$ cat src/hdl/isp_pkg.sv
`default_nettype none

package isp_pkg;

    localparam int SAMPLE_W   = 24;
    localparam int COEF_W     = 18;
    localparam int PEAK_W     = 25;
    localparam int PROD_W     = SAMPLE_W + COEF_W;
    localparam int FRAC_SHIFT = 17;
    localparam int ROUND_HALF = 1 << (FRAC_SHIFT - 1);
    localparam int ROM_ROWS   = 4;
    localparam int ROM_COLS   = 12;

    typedef logic signed [COEF_W-1:0] coef_t;

    // Blackman-windowed sinc polyphase rows, each normalized to unity gain, Q1.17
    localparam coef_t COEF_ROM [ROM_ROWS][ROM_COLS] = '{
        '{18'sd0, 18'sd0, 18'sd0, 18'sd0, 18'sd0, 18'sd131071,
          18'sd0, 18'sd0, 18'sd0, 18'sd0, 18'sd0, 18'sd0},
        '{-18'sd82, 18'sd659, -18'sd2518, 18'sd7273, -18'sd19760, 18'sd117163,
          18'sd36911, -18'sd11861, 18'sd4376, -18'sd1354, 18'sd273, -18'sd8},
        '{-18'sd48, 18'sd616, -18'sd2637, 18'sd8010, -18'sd21510, 18'sd81105,
          18'sd81105, -18'sd21510, 18'sd8010, -18'sd2637, 18'sd616, -18'sd48},
        '{-18'sd8, 18'sd273, -18'sd1354, 18'sd4376, -18'sd11861, 18'sd36911,
          18'sd117163, -18'sd19760, 18'sd7273, -18'sd2518, 18'sd659, -18'sd82}
    };

    // Taps outside the stored table read as zero
    function automatic coef_t coef_at(input int unsigned row, input int unsigned col);
        coef_t c;
        c = '0;
        if (row < ROM_ROWS && col < ROM_COLS)
        begin
            c = COEF_ROM[row][col];
        end
        return c;
    endfunction

    typedef enum logic [1:0] {
        ST_IDLE,
        ST_RUN,
        ST_DRAIN,
        ST_FINISH
    } isp_state_t;

    typedef struct packed {
        logic load;       // shift the new sample into the history
        logic step;       // one multiply-accumulate, rotate the history
        logic first;      // step opens a phase
        logic last;       // step closes a phase
        logic fin;        // step closes the last phase
        logic out_load;   // move the peak into the output register
    } isp_cmd_t;

    typedef struct packed {
        logic done;       // peak of the last phase is settled
    } isp_status_t;

endpackage

`default_nettype wire

$ cat src/hdl/isp_sample_if.sv
`default_nettype none

interface isp_sample_if;
    import isp_pkg::*;

    logic                       valid;
    logic                       ready;
    logic signed [SAMPLE_W-1:0] sample;

    modport source (output valid, output sample, input ready);
    modport sink (input valid, input sample, output ready);
endinterface

`default_nettype wire

$ cat src/hdl/isp_peak_if.sv
`default_nettype none

interface isp_peak_if;
    import isp_pkg::*;

    logic              valid;
    logic              ready;
    logic [PEAK_W-1:0] peak;

    modport source (output valid, output peak, input ready);
    modport sink (input valid, input peak, output ready);
endinterface

`default_nettype wire

$ cat src/hdl/inter_sample_true_peak.sv
// Inter-sample true-peak detector, polyphase oversampling by PHASES.
//
// samples (sink): one signed Q1.23 audio sample per request, valid/ready.
// peaks (source): one unsigned Q2.23 peak per sample, the largest rounded
//   magnitude among the interpolated points between the two center samples
//   of the history (polyphase rows 1 .. PHASES-1, TAPS taps each), saturated.
//
// A single multiply-accumulate unit walks the taps: the history rotates by
// one position per cycle so the multiplier always reads one fixed register.
// Each sample is accepted, multiplied against every tap of each interpolating
// row, drained through the product, sum and compare stages, and its result
// posted. A new sample is taken once the controller is back in idle.
//
// The result sits in an output register; a stalled receiver does not block
// the next sample, only the posting of the one after it. Reset clears the
// history to zero and drops any pending result.

`default_nettype none

module inter_sample_true_peak #(
    parameter int PHASES = 4,
    parameter int TAPS   = 12
) (
    input  wire logic    clk,
    input  wire logic    rst_n,
    isp_sample_if.sink   samples,
    isp_peak_if.source   peaks
);
    import isp_pkg::*;

    localparam int PH_W  = $clog2(PHASES);
    localparam int TAP_W = $clog2(TAPS);

    isp_cmd_t          cmd;
    isp_status_t       status;
    logic [PH_W-1:0]   row;
    logic [TAP_W-1:0]  col;
    logic              in_ready;
    logic              out_valid;
    logic [PEAK_W-1:0] peak;

    // Sequence accept, multiply steps, drain and result posting
    isp_ctrl #(
        .PHASES (PHASES),
        .TAPS   (TAPS)
    ) u_ctrl (
        .clk       (clk),
        .rst_n     (rst_n),
        .in_valid  (samples.valid),
        .in_ready  (in_ready),
        .out_valid (out_valid),
        .out_ready (peaks.ready),
        .status    (status),
        .cmd       (cmd),
        .row       (row),
        .col       (col)
    );

    // Hold the history, run the MAC, track the peak
    isp_datapath #(
        .PHASES (PHASES),
        .TAPS   (TAPS)
    ) u_datapath (
        .clk    (clk),
        .rst_n  (rst_n),
        .cmd    (cmd),
        .row    (row),
        .col    (col),
        .sample (samples.sample),
        .status (status),
        .peak   (peak)
    );

    assign samples.ready = in_ready;
    assign peaks.valid   = out_valid;
    assign peaks.peak    = peak;

endmodule

`default_nettype wire

$ cat src/hdl/isp_ctrl.sv
`default_nettype none

module isp_ctrl #(
    parameter int PHASES = 4,
    parameter int TAPS   = 12
) (
    input  wire logic                 clk,
    input  wire logic                 rst_n,
    input  wire logic                 in_valid,
    output logic                      in_ready,
    output logic                      out_valid,
    input  wire logic                 out_ready,
    input  wire isp_pkg::isp_status_t status,
    output isp_pkg::isp_cmd_t         cmd,
    output logic [$clog2(PHASES)-1:0] row,
    output logic [$clog2(TAPS)-1:0]   col
);
    import isp_pkg::*;

    localparam int PH_W  = $clog2(PHASES);
    localparam int TAP_W = $clog2(TAPS);

    isp_state_t       state_reg, state_next;
    logic [PH_W-1:0]  phase_reg, phase_next;
    logic [TAP_W-1:0] tap_reg, tap_next;
    logic             out_valid_reg, out_valid_next;

    always_ff @(posedge clk or negedge rst_n)
    begin
        if (!rst_n)
        begin
            state_reg     <= ST_IDLE;
            phase_reg     <= '0;
            tap_reg       <= '0;
            out_valid_reg <= 1'b0;
        end
        else
        begin
            state_reg     <= state_next;
            phase_reg     <= phase_next;
            tap_reg       <= tap_next;
            out_valid_reg <= out_valid_next;
        end
    end

    always_comb
    begin
        state_next = state_reg;
        phase_next = phase_reg;
        tap_next   = tap_reg;
        in_ready   = 1'b0;
        cmd        = '0;

        case (state_reg)
            ST_IDLE:
            begin
                in_ready = 1'b1;
                if (in_valid)
                begin
                    cmd.load   = 1'b1;
                    phase_next = PH_W'(1);
                    tap_next   = '0;
                    state_next = ST_RUN;
                end
            end
            ST_RUN:
            begin
                cmd.step  = 1'b1;
                cmd.first = (tap_reg == '0);
                cmd.last  = (tap_reg == TAP_W'(TAPS - 1));
                cmd.fin   = cmd.last && (phase_reg == PH_W'(PHASES - 1));
                if (cmd.last)
                begin
                    tap_next   = '0;
                    phase_next = phase_reg + PH_W'(1);
                    if (cmd.fin)
                    begin
                        state_next = ST_DRAIN;
                    end
                end
                else
                begin
                    tap_next = tap_reg + TAP_W'(1);
                end
            end
            ST_DRAIN:
            begin
                if (status.done)
                begin
                    state_next = ST_FINISH;
                end
            end
            ST_FINISH:
            begin
                if (!out_valid_reg || out_ready)
                begin
                    cmd.out_load = 1'b1;
                    state_next   = ST_IDLE;
                end
            end
            default:
            begin
                state_next = ST_IDLE;
            end
        endcase

        out_valid_next = (out_valid_reg && !out_ready) || cmd.out_load;
    end

    assign out_valid = out_valid_reg;
    assign row       = phase_reg;
    assign col       = tap_reg;

endmodule

`default_nettype wire

$ cat src/hdl/isp_datapath.sv
`default_nettype none

module isp_datapath #(
    parameter int PHASES = 4,
    parameter int TAPS   = 12
) (
    input  wire logic                          clk,
    input  wire logic                          rst_n,
    input  wire isp_pkg::isp_cmd_t             cmd,
    input  wire logic [$clog2(PHASES)-1:0]     row,
    input  wire logic [$clog2(TAPS)-1:0]       col,
    input  wire logic signed [isp_pkg::SAMPLE_W-1:0] sample,
    output isp_pkg::isp_status_t               status,
    output logic [isp_pkg::PEAK_W-1:0]         peak
);
    import isp_pkg::*;

    localparam int ACC_W = PROD_W + $clog2(TAPS);
    localparam int RND_W = ACC_W + 1 - FRAC_SHIFT;
    localparam logic [PEAK_W-1:0] PEAK_MAX = '1;

    logic signed [SAMPLE_W-1:0] hist_reg [TAPS];
    logic signed [PROD_W-1:0]   prod_reg, prod_next;
    logic signed [ACC_W-1:0]    acc_reg, acc_next;
    logic                       step_d1_reg, first_d1_reg, last_d1_reg, fin_d1_reg;
    logic                       last_d2_reg, fin_d2_reg, done_reg;
    logic [PEAK_W-1:0]          best_reg, peak_reg;
    coef_t                      coef;
    logic [ACC_W-1:0]           mag;
    logic [ACC_W:0]             rnd_sum;
    logic [RND_W-1:0]           rnd;
    logic [PEAK_W-1:0]          sat;

    // History: shift in on load, rotate by one on every step so tap 0 is always the operand
    always_ff @(posedge clk or negedge rst_n)
    begin
        if (!rst_n)
        begin
            for (int i = 0; i < TAPS; i++)
            begin
                hist_reg[i] <= '0;
            end
        end
        else if (cmd.load || cmd.step)
        begin
            for (int i = 0; i < TAPS - 1; i++)
            begin
                hist_reg[i] <= hist_reg[i + 1];
            end
            hist_reg[TAPS - 1] <= cmd.load ? sample : hist_reg[0];
        end
    end

    assign coef      = coef_at(32'(row), 32'(col));
    assign prod_next = coef * hist_reg[0];
    assign acc_next  = (first_d1_reg ? ACC_W'(0) : acc_reg) + ACC_W'(prod_reg);

    // Magnitude, round half up into Q.23, saturate
    assign mag     = acc_reg[ACC_W-1] ? $unsigned(-acc_reg) : $unsigned(acc_reg);
    assign rnd_sum = {1'b0, mag} + (ACC_W + 1)'(ROUND_HALF);
    assign rnd     = rnd_sum[ACC_W:FRAC_SHIFT];
    assign sat     = (rnd > RND_W'(PEAK_MAX)) ? PEAK_MAX : rnd[PEAK_W-1:0];

    always_ff @(posedge clk or negedge rst_n)
    begin
        if (!rst_n)
        begin
            step_d1_reg  <= 1'b0;
            first_d1_reg <= 1'b0;
            last_d1_reg  <= 1'b0;
            fin_d1_reg   <= 1'b0;
            last_d2_reg  <= 1'b0;
            fin_d2_reg   <= 1'b0;
            done_reg     <= 1'b0;
        end
        else
        begin
            step_d1_reg  <= cmd.step;
            first_d1_reg <= cmd.first;
            last_d1_reg  <= cmd.last;
            fin_d1_reg   <= cmd.fin;
            last_d2_reg  <= last_d1_reg;
            fin_d2_reg   <= fin_d1_reg;
            done_reg     <= fin_d2_reg;
        end
    end

    always_ff @(posedge clk)
    begin
        if (cmd.step)
        begin
            prod_reg <= prod_next;
        end
        if (step_d1_reg)
        begin
            acc_reg <= acc_next;
        end
        if (cmd.load)
        begin
            best_reg <= '0;
        end
        else if (last_d2_reg && sat > best_reg)
        begin
            best_reg <= sat;
        end
        if (cmd.out_load)
        begin
            peak_reg <= best_reg;
        end
    end

    assign status.done = done_reg;
    assign peak        = peak_reg;

endmodule

`default_nettype wire
$ cat src/flat_wrapper.sv
// flat-port wrapper written by rule: the top's interface ports become plain ports
module inter_sample_true_peak_flat import isp_pkg::*;
#(
    parameter int PHASES = 4,
    parameter int TAPS   = 12
)
  (clk, rst_n, samples_valid, samples_sample, samples_ready, peaks_valid, peaks_peak, peaks_ready);
  isp_sample_if samples_i ();
  isp_peak_if peaks_i ();
  input  wire logic clk;
  input  wire logic rst_n;
  input wire logic [$bits(samples_i.valid)-1:0] samples_valid;
  input wire logic [$bits(samples_i.sample)-1:0] samples_sample;
  output wire logic [$bits(samples_i.ready)-1:0] samples_ready;
  output wire logic [$bits(peaks_i.valid)-1:0] peaks_valid;
  output wire logic [$bits(peaks_i.peak)-1:0] peaks_peak;
  input wire logic [$bits(peaks_i.ready)-1:0] peaks_ready;
  assign samples_i.valid = samples_valid;
  assign samples_i.sample = samples_sample;
  assign samples_ready = samples_i.ready;
  assign peaks_valid = peaks_i.valid;
  assign peaks_peak = peaks_i.peak;
  assign peaks_i.ready = peaks_ready;
  inter_sample_true_peak #(.PHASES(PHASES), .TAPS(TAPS)) u_core (.clk(clk), .rst_n(rst_n), .samples(samples_i), .peaks(peaks_i));
endmodule
$ cat config.mk
export PLATFORM = sky130hd
export DESIGN_NAME = inter_sample_true_peak_flat
export DESIGN_NICKNAME = d
export VERILOG_FILES = /design/src/hdl/isp_pkg.sv /design/src/hdl/isp_sample_if.sv /design/src/hdl/isp_peak_if.sv /design/src/hdl/inter_sample_true_peak.sv /design/src/hdl/isp_ctrl.sv /design/src/hdl/isp_datapath.sv /design/src/flat_wrapper.sv
export SDC_FILE = /design/constraint.sdc
export NUM_CORES = 2
export LEC_CHECK = 0
export ABC_AREA = 1
export ABC_CLOCK_PERIOD_IN_PS = 6730
export BUFFER_PORTS_ARGS = -buffer_cell sky130_fd_sc_hd__buf_4
export CORE_MARGIN = 8
export CORE_UTILIZATION = 35
export CTS_BUF_LIST = sky130_fd_sc_hd__clkbuf_8 sky130_fd_sc_hd__clkbuf_16
export CTS_CLUSTER_DIAMETER = 80
export DETAILED_ROUTE_END_ITERATION = 8
export PLACE_DENSITY = 0.49
export SLEW_MARGIN = 30
export SYNTH_ARGS = -nofsm -noshare
export SYNTH_HDL_FRONTEND = slang
export SYNTH_SLANG_ARGS = --single-unit
$ cat constraint.sdc
create_clock -name clk -period 6.73 [get_ports clk]
set_input_delay 0.3365 -clock clk [delete_from_list [all_inputs] [get_ports clk]]
set_output_delay 0.3365 -clock clk [all_outputs]
set_load 0.02 [all_outputs]
==> results.ini <==
[setup_path]
cpPeakStageDelay_ns=0.54
crit_fanout=15
required_ns=7.08
cp.arrival_ns=7.24
cp-end-kind=register
critPathKind=reg -> reg
crit_top_cell=buf_4
crit_path_start_kind=register
slowest_stage=fa_1

[final_layout]
largest_reg_flops=288
area_growth_pct=21.99
fillers=10890
multi_input_area_um2=23380
fin_util_pct=42.82
stdcell_count=6449
drive_above_1_share_pct=17.38
nNetsFinal=5642
final_cell_mix=inv_1 (926), nand2_1 (824), nor2_1 (508)
regArea_um2=11510
final_common_cell=inv_1

[sta]
worst_pin_slew_ns=0.9868
setup_viol=15
hold_viol_final=0
rsz0062_at_grt=yes
fmax_mhz=145.0
min_period_ns=6.895
relSlewSlack_pct=34.22
setup_ws_ns=-0.1646
maxSlewViolCount=0
whs_ns=0.04993
fin_skew_ns=0.01647
finalCritPeriodShare_pct=102.4

[die]
fp.dieW_um=345.5
ioPinCount=55
die_h_um=345.5
rows=121
dieArea_um2=119400
initial_core_util_pct=35.10
core-area_um2=108200

[clock_tree]
cts_root_buffer=clkbuf_16
cts.sink_count=442
clk_latency_ns=0.59
cts_tree=built
cts_buffers=50
path_clk_slew_ns=0.06
clock_path_buffers=3
h-tree-depth=2

[route]
vias_per_cell=4.723
ant_nets=0
vias=30460
initialDrtViolationCount=1946
wl_per_cell_um=17.17
dr.pass1.iters=5
drc_errors=0
routed_wl_mm=110.7

[logic_synthesis]
synthCells=4603
synth-async-reset-ratio_pct=68.78
synth_edf_count=113
synth_top_flop_cell=dfrtp_1
synth.yosys.seq_area_share_pct=30.27
synth_nets=5248
synth_top_area_share_pct=22.45
synthDistinctLibCells=53
synth_area_um2=37990
ys_ff_latch=442
synthTopCellsByArea=fa_1 (22%), dfrtp_1 (20%), inv_1 (9.5%), edfxtp_1 (8.9%), nand2_1 (8.6%)
yosysTopAreaCell=fa_1
syn_area_per_cell_um2=8.254
yosys_warnings=0

[global_routing]
grt_pass1_wl_mm=176.5
antenna_found_initial=0
grt_usage_pct=18.28
grt_max_degree=252
grt_pass1_vias=31320
grt_overflow=0

[place]
place_hpwl_mm=90.15
place_congestion=0.8950
dp.cells=6276
port_buffers=54
pre_cts_slack_ns=-0.5751

[status]
violations=setup timing
status=complete, but fails checks

[job]
maxCapViolations=0

[min_path]
hp-class=in -> reg

through the flow:
| stage | cell area [um2] | setup TNS, ns |
|---|---|---|
| 3_3_place_gp | 42660 | -8.450 |
| 5_1_grt | 46340 | -7.538 |
| 6_report | 46350 | -1.029 |
| 2_1_floorplan | 38180 | 0 |
| 3_5_place_dp | 42690 | -9.335 |
| 4_1_cts | 45640 | -1.170 |
per-layer routing:
| metal | global-route usage, % | routed length, um | vias up |
|---|---|---|---|
| li1 | - | - | 14940 |
| met1 | 24.44 | 50300 | 14740 |
| met2 | 30.98 | 52550 | 577 |
| met3 | 2.219 | 4031 | 198 |
| met4 | 5.525 | 3826 | 0 |
| met5 | 0 | 0 | - |
critical path, delay by kind of cell, from the launching register on:
kind            cells  cell delay, ns
fa+ha+maj           8            3.47
buf+inv            13            1.39
compound gates      5            0.69
simple gates        7            0.55
flops               1            0.42
xor+xnor            1            0.14
cell usage after synthesis (all sizes together), types with 3 or more instances:
cell,number
a21o,5
nand4,41
nor2,568
ha,191
dfrtp,304
dfxtp,25
inv,968
nor3,18
xor2,69
edfxtp,113
xnor2,47
clkinv,8
o311ai,26
o2111ai,3
o22ai,4
o221ai,7
buf,19
a31oi,36
o31ai,7
nor4,12
o21ai,241
o211ai,10
nand2,884
fa,426
o21a,10
a21oi,273
nand3b,3
a221oi,3
clkbuf,138
nand3,131
kinds of logic (layout without fill, tap and decap cells):
| kind of cell | Yosys count | in the layout | synth area share (%) |
|---|---|---|---|
| fa+ha+maj | 617 | 617 | 28.74 |
| buf+inv | 1133 | 1564 | 11.33 |
| simple gates | 1660 | 1660 | 17.77 |
| xor+xnor | 116 | 116 | 2.674 |
| mux | 2 | 2 | 0.05927 |
| compound gates | 633 | 633 | 9.158 |
| flops | 442 | 442 | 30.27 |
| other cells | 0 | 1 | 0 |
area by class of cell:
class / count / share of cell area [%]
antenna: 1 / 0.005399
clock buffer: 58 / 2.937
clock inverter: 31 / 0.6425
inverter: 976 / 7.983
multi-input combinational: 3028 / 50.45
sequential: 442 / 24.83
tap: 1414 / 3.817
timing repair buffer: 497 / 9.306
timing repair inverter: 2 / 0.02970
worst paths after layout:
kind | startpoint | endpoint | slack (ns) | cells past startpoint
setup / recovery | u_core.u_ctrl.row[0] | u_core.u_datapath.prod_reg[40] | -0.16 | 34
hold / removal | samples_sample[12] | u_core.u_datapath.hist_reg[12] | 0.05 | 3
setup reg to reg | u_core.u_ctrl.row[0] | u_core.u_datapath.prod_reg[40] | -0.16 | 34
hold reg to reg | u_core.u_datapath.fin_d2_reg | u_core.u_datapath.status | 0.35 | 0
max in group asynchronous | rst_n | u_core.u_datapath.step_d1_reg | 5.18 | 3
min in group asynchronous | rst_n | u_core.u_datapath.hist_reg[34] | 0.28 | 2
what timing repair did:
item                                   4_1_cts  5_1_grt
resized for setup                          192      138
cloned                                       4        2
setup buffers                               33       26
hold buffers                                20        0
setup endpoints to repair                   25       25
pin swaps                                   68       91
endpoints found under the hold margin       74        0
Power is left out: the tool's default activity adds up to more than one toggle a clock period on the data nets, which glitch-free logic cannot reach.
